===== config.mk =====
export PLATFORM = sky130hd
export DESIGN_NAME = circuit_breaker_admission_flat
export DESIGN_NICKNAME = d
export VERILOG_FILES = /design/src/sv/cba_pkg.sv /design/src/sv/cba_if.sv /design/src/sv/cba_cfg.sv /design/src/sv/cba_in_stage.sv /design/src/sv/cba_core.sv /design/src/sv/circuit_breaker_admission.sv /design/src/flat_wrapper.sv
export SDC_FILE = /design/constraint.sdc
export NUM_CORES = 1
export LEC_CHECK = 0
export BUFFER_PORTS_ARGS = -buffer_cell sky130_fd_sc_hd__buf_2
export CAP_MARGIN = 20
export CORE_MARGIN = 2
export CORE_UTILIZATION = 46
export CTS_CLUSTER_SIZE = 24
export DETAILED_ROUTE_END_ITERATION = 12
export HOLD_SLACK_MARGIN = 0.1
export PLACE_DENSITY = 0.68
export SLEW_MARGIN = 30
export SYNTH_ARGS = -nofsm -noshare
export SYNTH_HDL_FRONTEND = slang
export SYNTH_SLANG_ARGS = --single-unit

===== constraint.sdc =====
create_clock -name i_clk -period 5 [get_ports i_clk]
set_clock_uncertainty 0.2 [all_clocks]
set_input_delay 0.5 -clock i_clk [delete_from_list [all_inputs] [get_ports i_clk]]
set_output_delay 0.5 -clock i_clk [all_outputs]
set_load 0.01 [all_outputs]

===== src/sv/cba_pkg.sv =====
// Shared types, constants and helpers for the circuit breaker admission block.
package cba_pkg;

    localparam int CBA_TIME_W = 48;
    localparam int CBA_CNT_W  = 32;
    localparam int CBA_LIM_W  = 16;
    localparam int CBA_TMO_W  = 32;
    localparam int CBA_ADDR_W = 4;
    localparam int CBA_DATA_W = 32;

    typedef enum logic [1:0] {
        ACT_REQUEST = 2'd0,
        ACT_SUCCESS = 2'd1,
        ACT_FAILURE = 2'd2,
        ACT_RESET   = 2'd3
    } t_action;

    typedef enum logic [1:0] {
        MODE_CLOSED = 2'd0,
        MODE_OPEN   = 2'd1,
        MODE_HALF   = 2'd2
    } t_mode;

    typedef enum logic [1:0] {
        REG_FAILURE_LIMIT = 2'd0,
        REG_SUCCESS_LIMIT = 2'd1,
        REG_PROBE_LIMIT   = 2'd2,
        REG_OPEN_TIMEOUT  = 2'd3
    } t_reg;

    localparam logic [CBA_LIM_W-1:0] RST_FAILURE_LIMIT = 16'd5;
    localparam logic [CBA_LIM_W-1:0] RST_SUCCESS_LIMIT = 16'd3;
    localparam logic [CBA_LIM_W-1:0] RST_PROBE_LIMIT   = 16'd3;
    localparam logic [CBA_TMO_W-1:0] RST_OPEN_TIMEOUT  = 32'd30000;

    typedef struct packed {
        logic [CBA_LIM_W-1:0] failure_limit;
        logic [CBA_LIM_W-1:0] success_limit;
        logic [CBA_LIM_W-1:0] probe_limit;
        logic [CBA_TMO_W-1:0] open_timeout_ms;
    } t_cfg;

    typedef struct packed {
        t_action               action;
        logic [CBA_TIME_W-1:0] now_ms;
    } t_evt;

    function automatic logic [CBA_LIM_W-1:0] sat_inc16(input logic [CBA_LIM_W-1:0] v);
        return (v == {CBA_LIM_W{1'b1}}) ? v : v + {{(CBA_LIM_W-1){1'b0}}, 1'b1};
    endfunction

endpackage


===== src/sv/cba_if.sv =====
// Event and result channel interfaces.
interface cba_evt_if;
    logic                           valid;
    logic                           ready;
    logic [1:0]                     action;
    logic [cba_pkg::CBA_TIME_W-1:0] now_ms;

    modport source (output valid, action, now_ms, input ready);
    modport sink   (input valid, action, now_ms, output ready);
endinterface

interface cba_res_if;
    logic                          valid;
    logic                          ready;
    logic                          admitted;
    logic [1:0]                    breaker_mode;
    logic [cba_pkg::CBA_CNT_W-1:0] success_total;
    logic [cba_pkg::CBA_CNT_W-1:0] failure_total;
    logic [cba_pkg::CBA_CNT_W-1:0] rejected_total;

    modport source (output valid, admitted, breaker_mode, success_total, failure_total,
                    rejected_total, input ready);
    modport sink   (input valid, admitted, breaker_mode, success_total, failure_total,
                    rejected_total, output ready);
endinterface


===== src/sv/cba_cfg.sv =====
// APB-style configuration register file for the breaker limits and timeout.
module cba_cfg (
    input  logic                           i_clk,
    input  logic                           i_rst_n,
    input  logic                           psel,
    input  logic                           penable,
    input  logic                           pwrite,
    input  logic [cba_pkg::CBA_ADDR_W-1:0] paddr,
    input  logic [cba_pkg::CBA_DATA_W-1:0] pwdata,
    output logic [cba_pkg::CBA_DATA_W-1:0] prdata,
    output logic                           pready,
    output cba_pkg::t_cfg                  o_cfg
);
    import cba_pkg::*;

    t_cfg r_cfg;
    t_reg reg_sel;
    logic wr_en;

    assign reg_sel = t_reg'(paddr[3:2]);
    assign wr_en   = psel && penable && pwrite;
    assign pready  = 1'b1;
    assign o_cfg   = r_cfg;

    always_ff @(posedge i_clk) begin
        if (!i_rst_n) begin
            r_cfg.failure_limit   <= RST_FAILURE_LIMIT;
            r_cfg.success_limit   <= RST_SUCCESS_LIMIT;
            r_cfg.probe_limit     <= RST_PROBE_LIMIT;
            r_cfg.open_timeout_ms <= RST_OPEN_TIMEOUT;
        end else if (wr_en) begin
            unique case (reg_sel)
                REG_FAILURE_LIMIT: r_cfg.failure_limit   <= pwdata[CBA_LIM_W-1:0];
                REG_SUCCESS_LIMIT: r_cfg.success_limit   <= pwdata[CBA_LIM_W-1:0];
                REG_PROBE_LIMIT:   r_cfg.probe_limit     <= pwdata[CBA_LIM_W-1:0];
                REG_OPEN_TIMEOUT:  r_cfg.open_timeout_ms <= pwdata[CBA_TMO_W-1:0];
                default: ;
            endcase
        end
    end

    always_comb begin
        unique case (reg_sel)
            REG_FAILURE_LIMIT: prdata = {{(CBA_DATA_W-CBA_LIM_W){1'b0}}, r_cfg.failure_limit};
            REG_SUCCESS_LIMIT: prdata = {{(CBA_DATA_W-CBA_LIM_W){1'b0}}, r_cfg.success_limit};
            REG_PROBE_LIMIT:   prdata = {{(CBA_DATA_W-CBA_LIM_W){1'b0}}, r_cfg.probe_limit};
            REG_OPEN_TIMEOUT:  prdata = r_cfg.open_timeout_ms;
            default:           prdata = '0;
        endcase
    end

endmodule


===== src/sv/cba_in_stage.sv =====
// Input register for event words.
module cba_in_stage (
    input  logic          i_clk,
    input  logic          i_rst_n,
    cba_evt_if.sink       i_evt,
    input  logic          i_take,
    output logic          o_valid,
    output cba_pkg::t_evt o_evt
);
    import cba_pkg::*;

    logic r_valid;
    logic n_valid;
    t_evt r_evt;
    logic accept;

    assign i_evt.ready = !r_valid || i_take;
    assign accept      = i_evt.valid && i_evt.ready;
    assign o_valid     = r_valid;
    assign o_evt       = r_evt;

    always_comb begin
        n_valid = r_valid;
        if (accept) begin
            n_valid = 1'b1;
        end else if (i_take) begin
            n_valid = 1'b0;
        end
    end

    always_ff @(posedge i_clk) begin
        if (!i_rst_n) begin
            r_valid <= 1'b0;
        end else begin
            r_valid <= n_valid;
        end
    end

    always_ff @(posedge i_clk) begin
        if (accept) begin
            r_evt.action <= t_action'(i_evt.action);
            r_evt.now_ms <= i_evt.now_ms;
        end
    end

endmodule


===== src/sv/cba_core.sv =====
// Breaker state, per-event update and result register.
module cba_core (
    input  logic          i_clk,
    input  logic          i_rst_n,
    input  cba_pkg::t_cfg i_cfg,
    input  logic          i_valid,
    input  cba_pkg::t_evt i_evt,
    output logic          o_take,
    cba_res_if.source     o_res
);
    import cba_pkg::*;

    t_mode                 r_mode,   n_mode;
    logic [CBA_LIM_W-1:0]  r_cf,     n_cf;
    logic [CBA_LIM_W-1:0]  r_ps,     n_ps;
    logic [CBA_LIM_W-1:0]  r_pa,     n_pa;
    logic [CBA_TIME_W-1:0] r_opened, n_opened;
    logic [CBA_CNT_W-1:0]  r_succ,   n_succ;
    logic [CBA_CNT_W-1:0]  r_fail,   n_fail;
    logic [CBA_CNT_W-1:0]  r_rej,    n_rej;

    logic                  r_out_valid;
    logic                  r_out_admitted;
    t_mode                 r_out_mode;

    logic                  n_admitted;
    logic                  advance;
    logic [CBA_TIME_W-1:0] elapsed;
    logic                  timeout_hit;
    logic [CBA_LIM_W-1:0]  ps_inc;
    logic [CBA_LIM_W-1:0]  cf_inc;

    assign o_take  = !r_out_valid || o_res.ready;
    assign advance = i_valid && o_take;

    assign elapsed     = i_evt.now_ms - r_opened;
    assign timeout_hit = (i_evt.now_ms > r_opened)
                       ? (elapsed >= {{(CBA_TIME_W-CBA_TMO_W){1'b0}}, i_cfg.open_timeout_ms})
                       : (i_cfg.open_timeout_ms == '0);
    assign ps_inc = sat_inc16(r_ps);
    assign cf_inc = sat_inc16(r_cf);

    always_comb begin
        n_mode     = r_mode;
        n_cf       = r_cf;
        n_ps       = r_ps;
        n_pa       = r_pa;
        n_opened   = r_opened;
        n_succ     = r_succ;
        n_fail     = r_fail;
        n_rej      = r_rej;
        n_admitted = 1'b0;
        case (i_evt.action)
            ACT_REQUEST: begin
                case (r_mode)
                    MODE_CLOSED: n_admitted = 1'b1;
                    MODE_OPEN: begin
                        if (timeout_hit) begin
                            n_mode     = MODE_HALF;
                            n_ps       = '0;
                            n_pa       = {{(CBA_LIM_W-1){1'b0}}, 1'b1};
                            n_admitted = 1'b1;
                        end else begin
                            n_rej = r_rej + 1'b1;
                        end
                    end
                    MODE_HALF: begin
                        if (r_pa >= i_cfg.probe_limit) begin
                            n_rej = r_rej + 1'b1;
                        end else begin
                            n_pa       = sat_inc16(r_pa);
                            n_admitted = 1'b1;
                        end
                    end
                    default: ;
                endcase
            end
            ACT_SUCCESS: begin
                n_succ = r_succ + 1'b1;
                case (r_mode)
                    MODE_CLOSED: n_cf = '0;
                    MODE_HALF: begin
                        n_ps = ps_inc;
                        if (ps_inc >= i_cfg.success_limit) begin
                            n_mode = MODE_CLOSED;
                            n_cf   = '0;
                            n_pa   = '0;
                        end
                    end
                    default: ;
                endcase
            end
            ACT_FAILURE: begin
                n_fail = r_fail + 1'b1;
                case (r_mode)
                    MODE_CLOSED: begin
                        n_cf = cf_inc;
                        if (cf_inc >= i_cfg.failure_limit) begin
                            n_mode   = MODE_OPEN;
                            n_opened = i_evt.now_ms;
                            n_pa     = '0;
                        end
                    end
                    MODE_HALF: begin
                        n_mode   = MODE_OPEN;
                        n_opened = i_evt.now_ms;
                        n_pa     = '0;
                    end
                    default: ;
                endcase
            end
            ACT_RESET: begin
                n_mode = MODE_CLOSED;
                n_cf   = '0;
                n_ps   = '0;
                n_pa   = '0;
            end
            default: ;
        endcase
    end

    always_ff @(posedge i_clk) begin
        if (!i_rst_n) begin
            r_mode      <= MODE_CLOSED;
            r_cf        <= '0;
            r_ps        <= '0;
            r_pa        <= '0;
            r_opened    <= '0;
            r_succ      <= '0;
            r_fail      <= '0;
            r_rej       <= '0;
            r_out_valid <= 1'b0;
        end else begin
            if (advance) begin
                r_mode   <= n_mode;
                r_cf     <= n_cf;
                r_ps     <= n_ps;
                r_pa     <= n_pa;
                r_opened <= n_opened;
                r_succ   <= n_succ;
                r_fail   <= n_fail;
                r_rej    <= n_rej;
            end
            if (o_take) begin
                r_out_valid <= i_valid;
            end
        end
    end

    always_ff @(posedge i_clk) begin
        if (advance) begin
            r_out_admitted <= n_admitted;
            r_out_mode     <= n_mode;
        end
    end

    // totals in the result word are the committed counters
    assign o_res.valid          = r_out_valid;
    assign o_res.admitted       = r_out_admitted;
    assign o_res.breaker_mode   = r_out_mode;
    assign o_res.success_total  = r_succ;
    assign o_res.failure_total  = r_fail;
    assign o_res.rejected_total = r_rej;

`ifndef SYNTHESIS
    a_stall_holds_state: assert property (@(posedge i_clk) disable iff (!i_rst_n)
        r_out_valid && !o_res.ready |=> $stable(r_mode) && $stable(r_rej))
        else $error("breaker state changed while result word stalled");

    a_reset_closes: assert property (@(posedge i_clk) disable iff (!i_rst_n)
        advance && i_evt.action == ACT_RESET |=> r_mode == MODE_CLOSED && r_cf == '0)
        else $error("reset event did not close the breaker");

    a_no_admit_open: assert property (@(posedge i_clk) disable iff (!i_rst_n)
        r_out_valid && r_out_admitted |-> r_out_mode != MODE_OPEN)
        else $error("request admitted while breaker left open");

    a_closed_no_probes: assert property (@(posedge i_clk) disable iff (!i_rst_n)
        r_mode == MODE_CLOSED |-> r_pa == '0)
        else $error("probe count nonzero in closed mode");
`endif

endmodule


===== src/sv/circuit_breaker_admission.sv =====
// An accepted word waits in the input register until the core takes it into the result register.
// Throughput: one event word per cycle while the result word is not stalled.
// A stalled result word holds the input register, which still takes one word.
// Reset (synchronous, active low) closes the breaker, clears all counters and
// restores the limits to 5 failures, 3 successes, 3 probes and a 30000 ms timeout.
module circuit_breaker_admission (
    input  logic                           i_clk,
    input  logic                           i_rst_n,
    cba_evt_if.sink                        i_evt,
    cba_res_if.source                      o_res,
    input  logic                           psel,
    input  logic                           penable,
    input  logic                           pwrite,
    input  logic [cba_pkg::CBA_ADDR_W-1:0] paddr,
    input  logic [cba_pkg::CBA_DATA_W-1:0] pwdata,
    output logic [cba_pkg::CBA_DATA_W-1:0] prdata,
    output logic                           pready
);
    import cba_pkg::*;

    t_cfg cfg;
    t_evt evt;
    logic evt_valid;
    logic take;

    cba_cfg u_cfg (
        .i_clk   (i_clk),
        .i_rst_n (i_rst_n),
        .psel    (psel),
        .penable (penable),
        .pwrite  (pwrite),
        .paddr   (paddr),
        .pwdata  (pwdata),
        .prdata  (prdata),
        .pready  (pready),
        .o_cfg   (cfg)
    );

    cba_in_stage u_in (
        .i_clk   (i_clk),
        .i_rst_n (i_rst_n),
        .i_evt   (i_evt),
        .i_take  (take),
        .o_valid (evt_valid),
        .o_evt   (evt)
    );

    cba_core u_core (
        .i_clk   (i_clk),
        .i_rst_n (i_rst_n),
        .i_cfg   (cfg),
        .i_valid (evt_valid),
        .i_evt   (evt),
        .o_take  (take),
        .o_res   (o_res)
    );

endmodule

===== src/flat_wrapper.sv =====
// flat-port wrapper written by rule: the top's interface ports become plain ports
module circuit_breaker_admission_flat import cba_pkg::*;
  (i_clk, i_rst_n, psel, penable, pwrite, paddr, pwdata, prdata, pready, i_evt_valid, i_evt_action, i_evt_now_ms, i_evt_ready, o_res_valid, o_res_admitted, o_res_breaker_mode, o_res_success_total, o_res_failure_total, o_res_rejected_total, o_res_ready);
  cba_evt_if i_evt_i ();
  cba_res_if o_res_i ();
  input  logic i_clk;
  input  logic i_rst_n;
  input  logic psel;
  input  logic penable;
  input  logic pwrite;
  input  logic [cba_pkg::CBA_ADDR_W-1:0] paddr;
  input  logic [cba_pkg::CBA_DATA_W-1:0] pwdata;
  output logic [cba_pkg::CBA_DATA_W-1:0] prdata;
  output logic pready;
  input wire logic [$bits(i_evt_i.valid)-1:0] i_evt_valid;
  input wire logic [$bits(i_evt_i.action)-1:0] i_evt_action;
  input wire logic [$bits(i_evt_i.now_ms)-1:0] i_evt_now_ms;
  output wire logic [$bits(i_evt_i.ready)-1:0] i_evt_ready;
  output wire logic [$bits(o_res_i.valid)-1:0] o_res_valid;
  output wire logic [$bits(o_res_i.admitted)-1:0] o_res_admitted;
  output wire logic [$bits(o_res_i.breaker_mode)-1:0] o_res_breaker_mode;
  output wire logic [$bits(o_res_i.success_total)-1:0] o_res_success_total;
  output wire logic [$bits(o_res_i.failure_total)-1:0] o_res_failure_total;
  output wire logic [$bits(o_res_i.rejected_total)-1:0] o_res_rejected_total;
  input wire logic [$bits(o_res_i.ready)-1:0] o_res_ready;
  assign i_evt_i.valid = i_evt_valid;
  assign i_evt_i.action = i_evt_action;
  assign i_evt_i.now_ms = i_evt_now_ms;
  assign i_evt_ready = i_evt_i.ready;
  assign o_res_valid = o_res_i.valid;
  assign o_res_admitted = o_res_i.admitted;
  assign o_res_breaker_mode = o_res_i.breaker_mode;
  assign o_res_success_total = o_res_i.success_total;
  assign o_res_failure_total = o_res_i.failure_total;
  assign o_res_rejected_total = o_res_i.rejected_total;
  assign o_res_i.ready = o_res_ready;
  circuit_breaker_admission u_core (.i_clk(i_clk), .i_rst_n(i_rst_n), .i_evt(i_evt_i), .o_res(o_res_i), .psel(psel), .penable(penable), .pwrite(pwrite), .paddr(paddr), .pwdata(pwdata), .prdata(prdata), .pready(pready));
endmodule

==> flow_summary.json <==
{
  "status": "complete, but fails checks",
  "failed_checks": "negative setup slack",
  "grt_pass1_vias": 18435,
  "syn_inst": 2443,
  "hp-class": "register to register",
  "worstSetupPathType": "register to register",
  "diodes": 0,
  "grt_pass1_wl_um": 94600,
  "cp_data_required_time_ps": 5290,
  "die_w_um": 210,
  "synthArstFlopShare_pct": 0,
  "period_minus_slack_ps": 5720,
  "track_usage_pct": 26.5,
  "crit_family": "compound AO/OA/AOI/OAI gates",
  "dieArea_um2": 44000,
  "p_int_mw": 4.79,
  "drv_cap": 0,
  "pwr-share-seq_pct": 42.9,
  "start_util_pct": 46.5,
  "io_pins": 227,
  "finalWirelength_um": 61500,
  "start_kind": "register",
  "path_clk_slew_ps": 60,
  "ir_drop_v": 0.000262,
  "slew_violations": 0,
  "syn_area_um2": 19500,
  "crit_path_end_kind": "register",
  "synthTopCellsByArea": "dfxtp_1 28%, ha_1 8.6%, edfxtp_1 8.2%, nand2_1 8.0%, a21oi_1 7.4%",
  "drc_errors": 0,
  "fmax_mhz": 175,
  "worst_path_max_delay_cell": "o21ai_0",
  "num_vias": 19382,
  "holdWs_ps": 253,
  "drt-wirelength-per-cell_um": 18.1,
  "drtPass1Iterations": 7,
  "areaGrowthSynthToFinish_pct": 27.8,
  "switching_power_mw": 1.64,
  "fin_crit_sh_pct": 114,
  "setup_viol": 69,
  "cts_max_level": 2,
  "synth_enable_flop_cells": 53,
  "dpl.hpwl_um": 43400,
  "rows": 75,
  "grt_max_degree": 127,
  "fin_nets": 3064,
  "clockPowerShare_pct": 45.1,
  "globalplace.congestion": 0.968,
  "final_layout_size_suffix_gt1_share_pct": 20.2,
  "core_um2": 41900,
  "cp.buffers_inverters": 4,
  "cts.sinks": 329,
  "busiest_layer": "met2",
  "yosysTopAreaCellShare_pct": 28.4,
  "reg2reg_from": "u_core.u_in.o_evt[8]",
  "grt_remaining_overflow": 0,
  "grt_util_met2_pct": 46.1,
  "slew_headroom_pct": 37.8,
  "synth.yosys.warnings": 0,
  "worstMarginPinSlew_ps": 932,
  "cts_buffers": 39,
  "drtIter0Drc": 1497,
  "antenna_found_initial": 1,
  "ant_nets": 0,
  "synthFlopType": "dfxtp_1",
  "io_buffers": 223,
  "final_hold_viol_count": 0,
  "cts-root-buf": "clkbuf_16",
  "netSwitchingFraction_pct": 25.5,
  "synth_nets": 2671,
  "crit_path_max_incr_delay_ps": 560,
  "fin_tns_setup_ps": -43350,
  "vias_per_cell": 5.69,
  "cts_tree": "done",
  "cp-startpoint": "u_core.u_in.o_evt[8]",
  "arrival_ps": 6000,
  "cp_common_cell": "buf_4",
  "cts.path.max_buffers": 3,
  "seq_area_frac_synth_pct": 36.5,
  "crit_path_max_fanout": 5,
  "met1_usage_pct": 33.4,
  "die_h_um": 210,
  "crit_chain": "ha_1, a21oi_1, o21ai_0, buf_4, nor2_1, o21ai_1, a31oi_1, buf_4, xnor2_1, ha_1, a21oi_2, o21ai_2, a211oi_2, o211ai_1, a21oi_1, nor4bb_2, nand4b_1, nor4b_2, buf_4, a211oi_4, buf_12, or4_1, a21oi_2",
  "worstSkewPairLatency_ps": 570,
  "yosysTopAreaCell": "dfxtp_1",
  "synth.distinct_cells": 82,
  "fin_ws_ps": -717,
  "combPwrFrac_pct": 12.0,
  "synth_seq_cells": 329,
  "total_leakage_power_nw": 9.74,
  "met3_usage_pct": 4.31,
  "syn_avg_cell_area_um2": 7.97,
  "powerDensity_nw_per_um2": 258,
  "rsz0062_at_grt": "yes",
  "hold_start": "u_core.u_core.r_opened[31]"
}
logic make-up after synthesis:
family	Yosys count	share of synthesized area, %
buf+inv	280	5.58
other cells	1	0.0193
xor+xnor	109	4.90
simple gates	973	23.8
flops	329	36.5
mux	30	2.60
fa+ha+maj	135	8.71
compound gates	586	17.8
per-stage QoR:
stage / util, % / cells / total power [mW] / worst slack (ps) / area (um2)
final: 59.5 / 3404 / 6.43 / -717 / 24900
after detailed placement: 52.6 / 3223 / 3.50 / -821 / 22000
after floorplan: - / 2443 / 3.22 / -198 / 19600
after global routing: 59.5 / 3404 / 6.68 / -1060 / 24900
after global placement: 52.6 / 3223 / 3.48 / -601 / 22000
after CTS: 58.5 / 3387 / 6.47 / -702 / 24500
synth_stat cells (all sizes together) (6+ instances only):
library cell / n
nand2: 413
a21oi: 288
dfxtp: 276
nor2: 180
inv: 148
ha: 134
o21ai: 122
clkbuf: 111
nand4: 67
xor2: 58
edfxtp: 53
nand3: 51
xnor2: 51
and3: 47
or3: 43
nor3: 36
a21o: 26
and2: 22
nand2b: 22
or4: 22
buf: 21
o211ai: 20
a31oi: 19
o21a: 19
o31ai: 19
mux4: 16
nor4: 16
and4: 14
nand4b: 12
o21bai: 10
mux2i: 9
or2: 9
nor2b: 8
a211oi: 7
o22ai: 6
power groups by stage:
stage / clock network, mW / logic (mW) / registers [mW]
floorplan: 0 / 0.417 / 2.80
global placement: 0 / 0.672 / 2.81
detailed placement: 0 / 0.684 / 2.81
CTS: 2.97 / 0.750 / 2.76
global route: 3.08 / 0.840 / 2.76
finish: 2.90 / 0.770 / 2.76
layout by cell type, fill, tap and decap left out, drive strengths merged, types with 67 or more instances in the layout:
cell / count
a21oi: 288
buf: 395
dfxtp: 276
dlygate4sd3: 84
ha: 134
inv: 150
nand2: 413
nand4: 67
nor2: 180
o21ai: 122
worst paths after layout:
path	end	slack, ps	cells after the start
worst max register to register	u_core.u_core.o_res.rejected_total[21]	-720	23
worst min register to register	u_core.u_core.r_opened[31]	250	2
worst max-delay path	u_core.u_core.o_res.rejected_total[21]	-720	23
worst min-delay path	u_core.u_core.r_opened[31]	250	2
flip-flops by register name, summed over array words and instances (netlist names):
signal,flops
u_core.u_core.o_res.success_total,32
u_core.u_core.o_res.admitted,1
u_core.u_in.o_valid,1
u_core.u_in.o_evt,50
u_core.u_core.r_cf,16
u_core.u_core.r_ps,16
u_core.u_core.r_mode,2
u_core.u_core.o_res.rejected_total,32
u_core.u_core.r_pa,16
u_core.u_cfg.o_cfg,80
u_core.u_core.o_res.failure_total,32
u_core.u_core.o_res.valid,1
u_core.u_core.r_opened,48
u_core.u_core.o_res.breaker_mode,2
final cells by class:
| cell class | instances | area (um2) |
|---|---|---|
| fillers | 3683 | 17000 |
| multi-input cells | 1834 | 11700 |
| flip-flops and latches | 329 | 7120 |
| repair buffers | 484 | 3540 |
| clock buffers | 53 | 1080 |
| well taps | 539 | 674 |
| inverters | 148 | 563 |
| clock inverters | 17 | 218 |
worst reg2reg max path, stage by stage, from the launching register on:
cell and delay [ps]:
edfxtp_1 410, ha_1 350, a21oi_1 90, o21ai_0 560
buf_4 230, nor2_1 50, o21ai_1 150, a31oi_1 150
buf_4 180, xnor2_1 250, ha_1 330, a21oi_2 190
o21ai_2 80, a211oi_2 200, o211ai_1 240, a21oi_1 230
nor4bb_2 240, nand4b_1 140, nor4b_2 240, buf_4 160
a211oi_4 80, buf_12 210, or4_1 520, a21oi_2 140
routing by layer:
layer	vias to the layer above	wire length (um)
li1	9405	-
met2	642	29400
met3	135	3980
met5	-	0
met4	0	2340
met1	9200	25700
timing repair:
item                       in CTS  in global routing
cloned                          3                  6
hold endpoints to repair      132                  0
pin swaps                      66                 45
buffers inserted                7                 11
setup endpoints to repair      69                133
resized for setup              44                 57
hold buffers                   84                  0
Note: power is estimated with default switching activity, not from simulation.
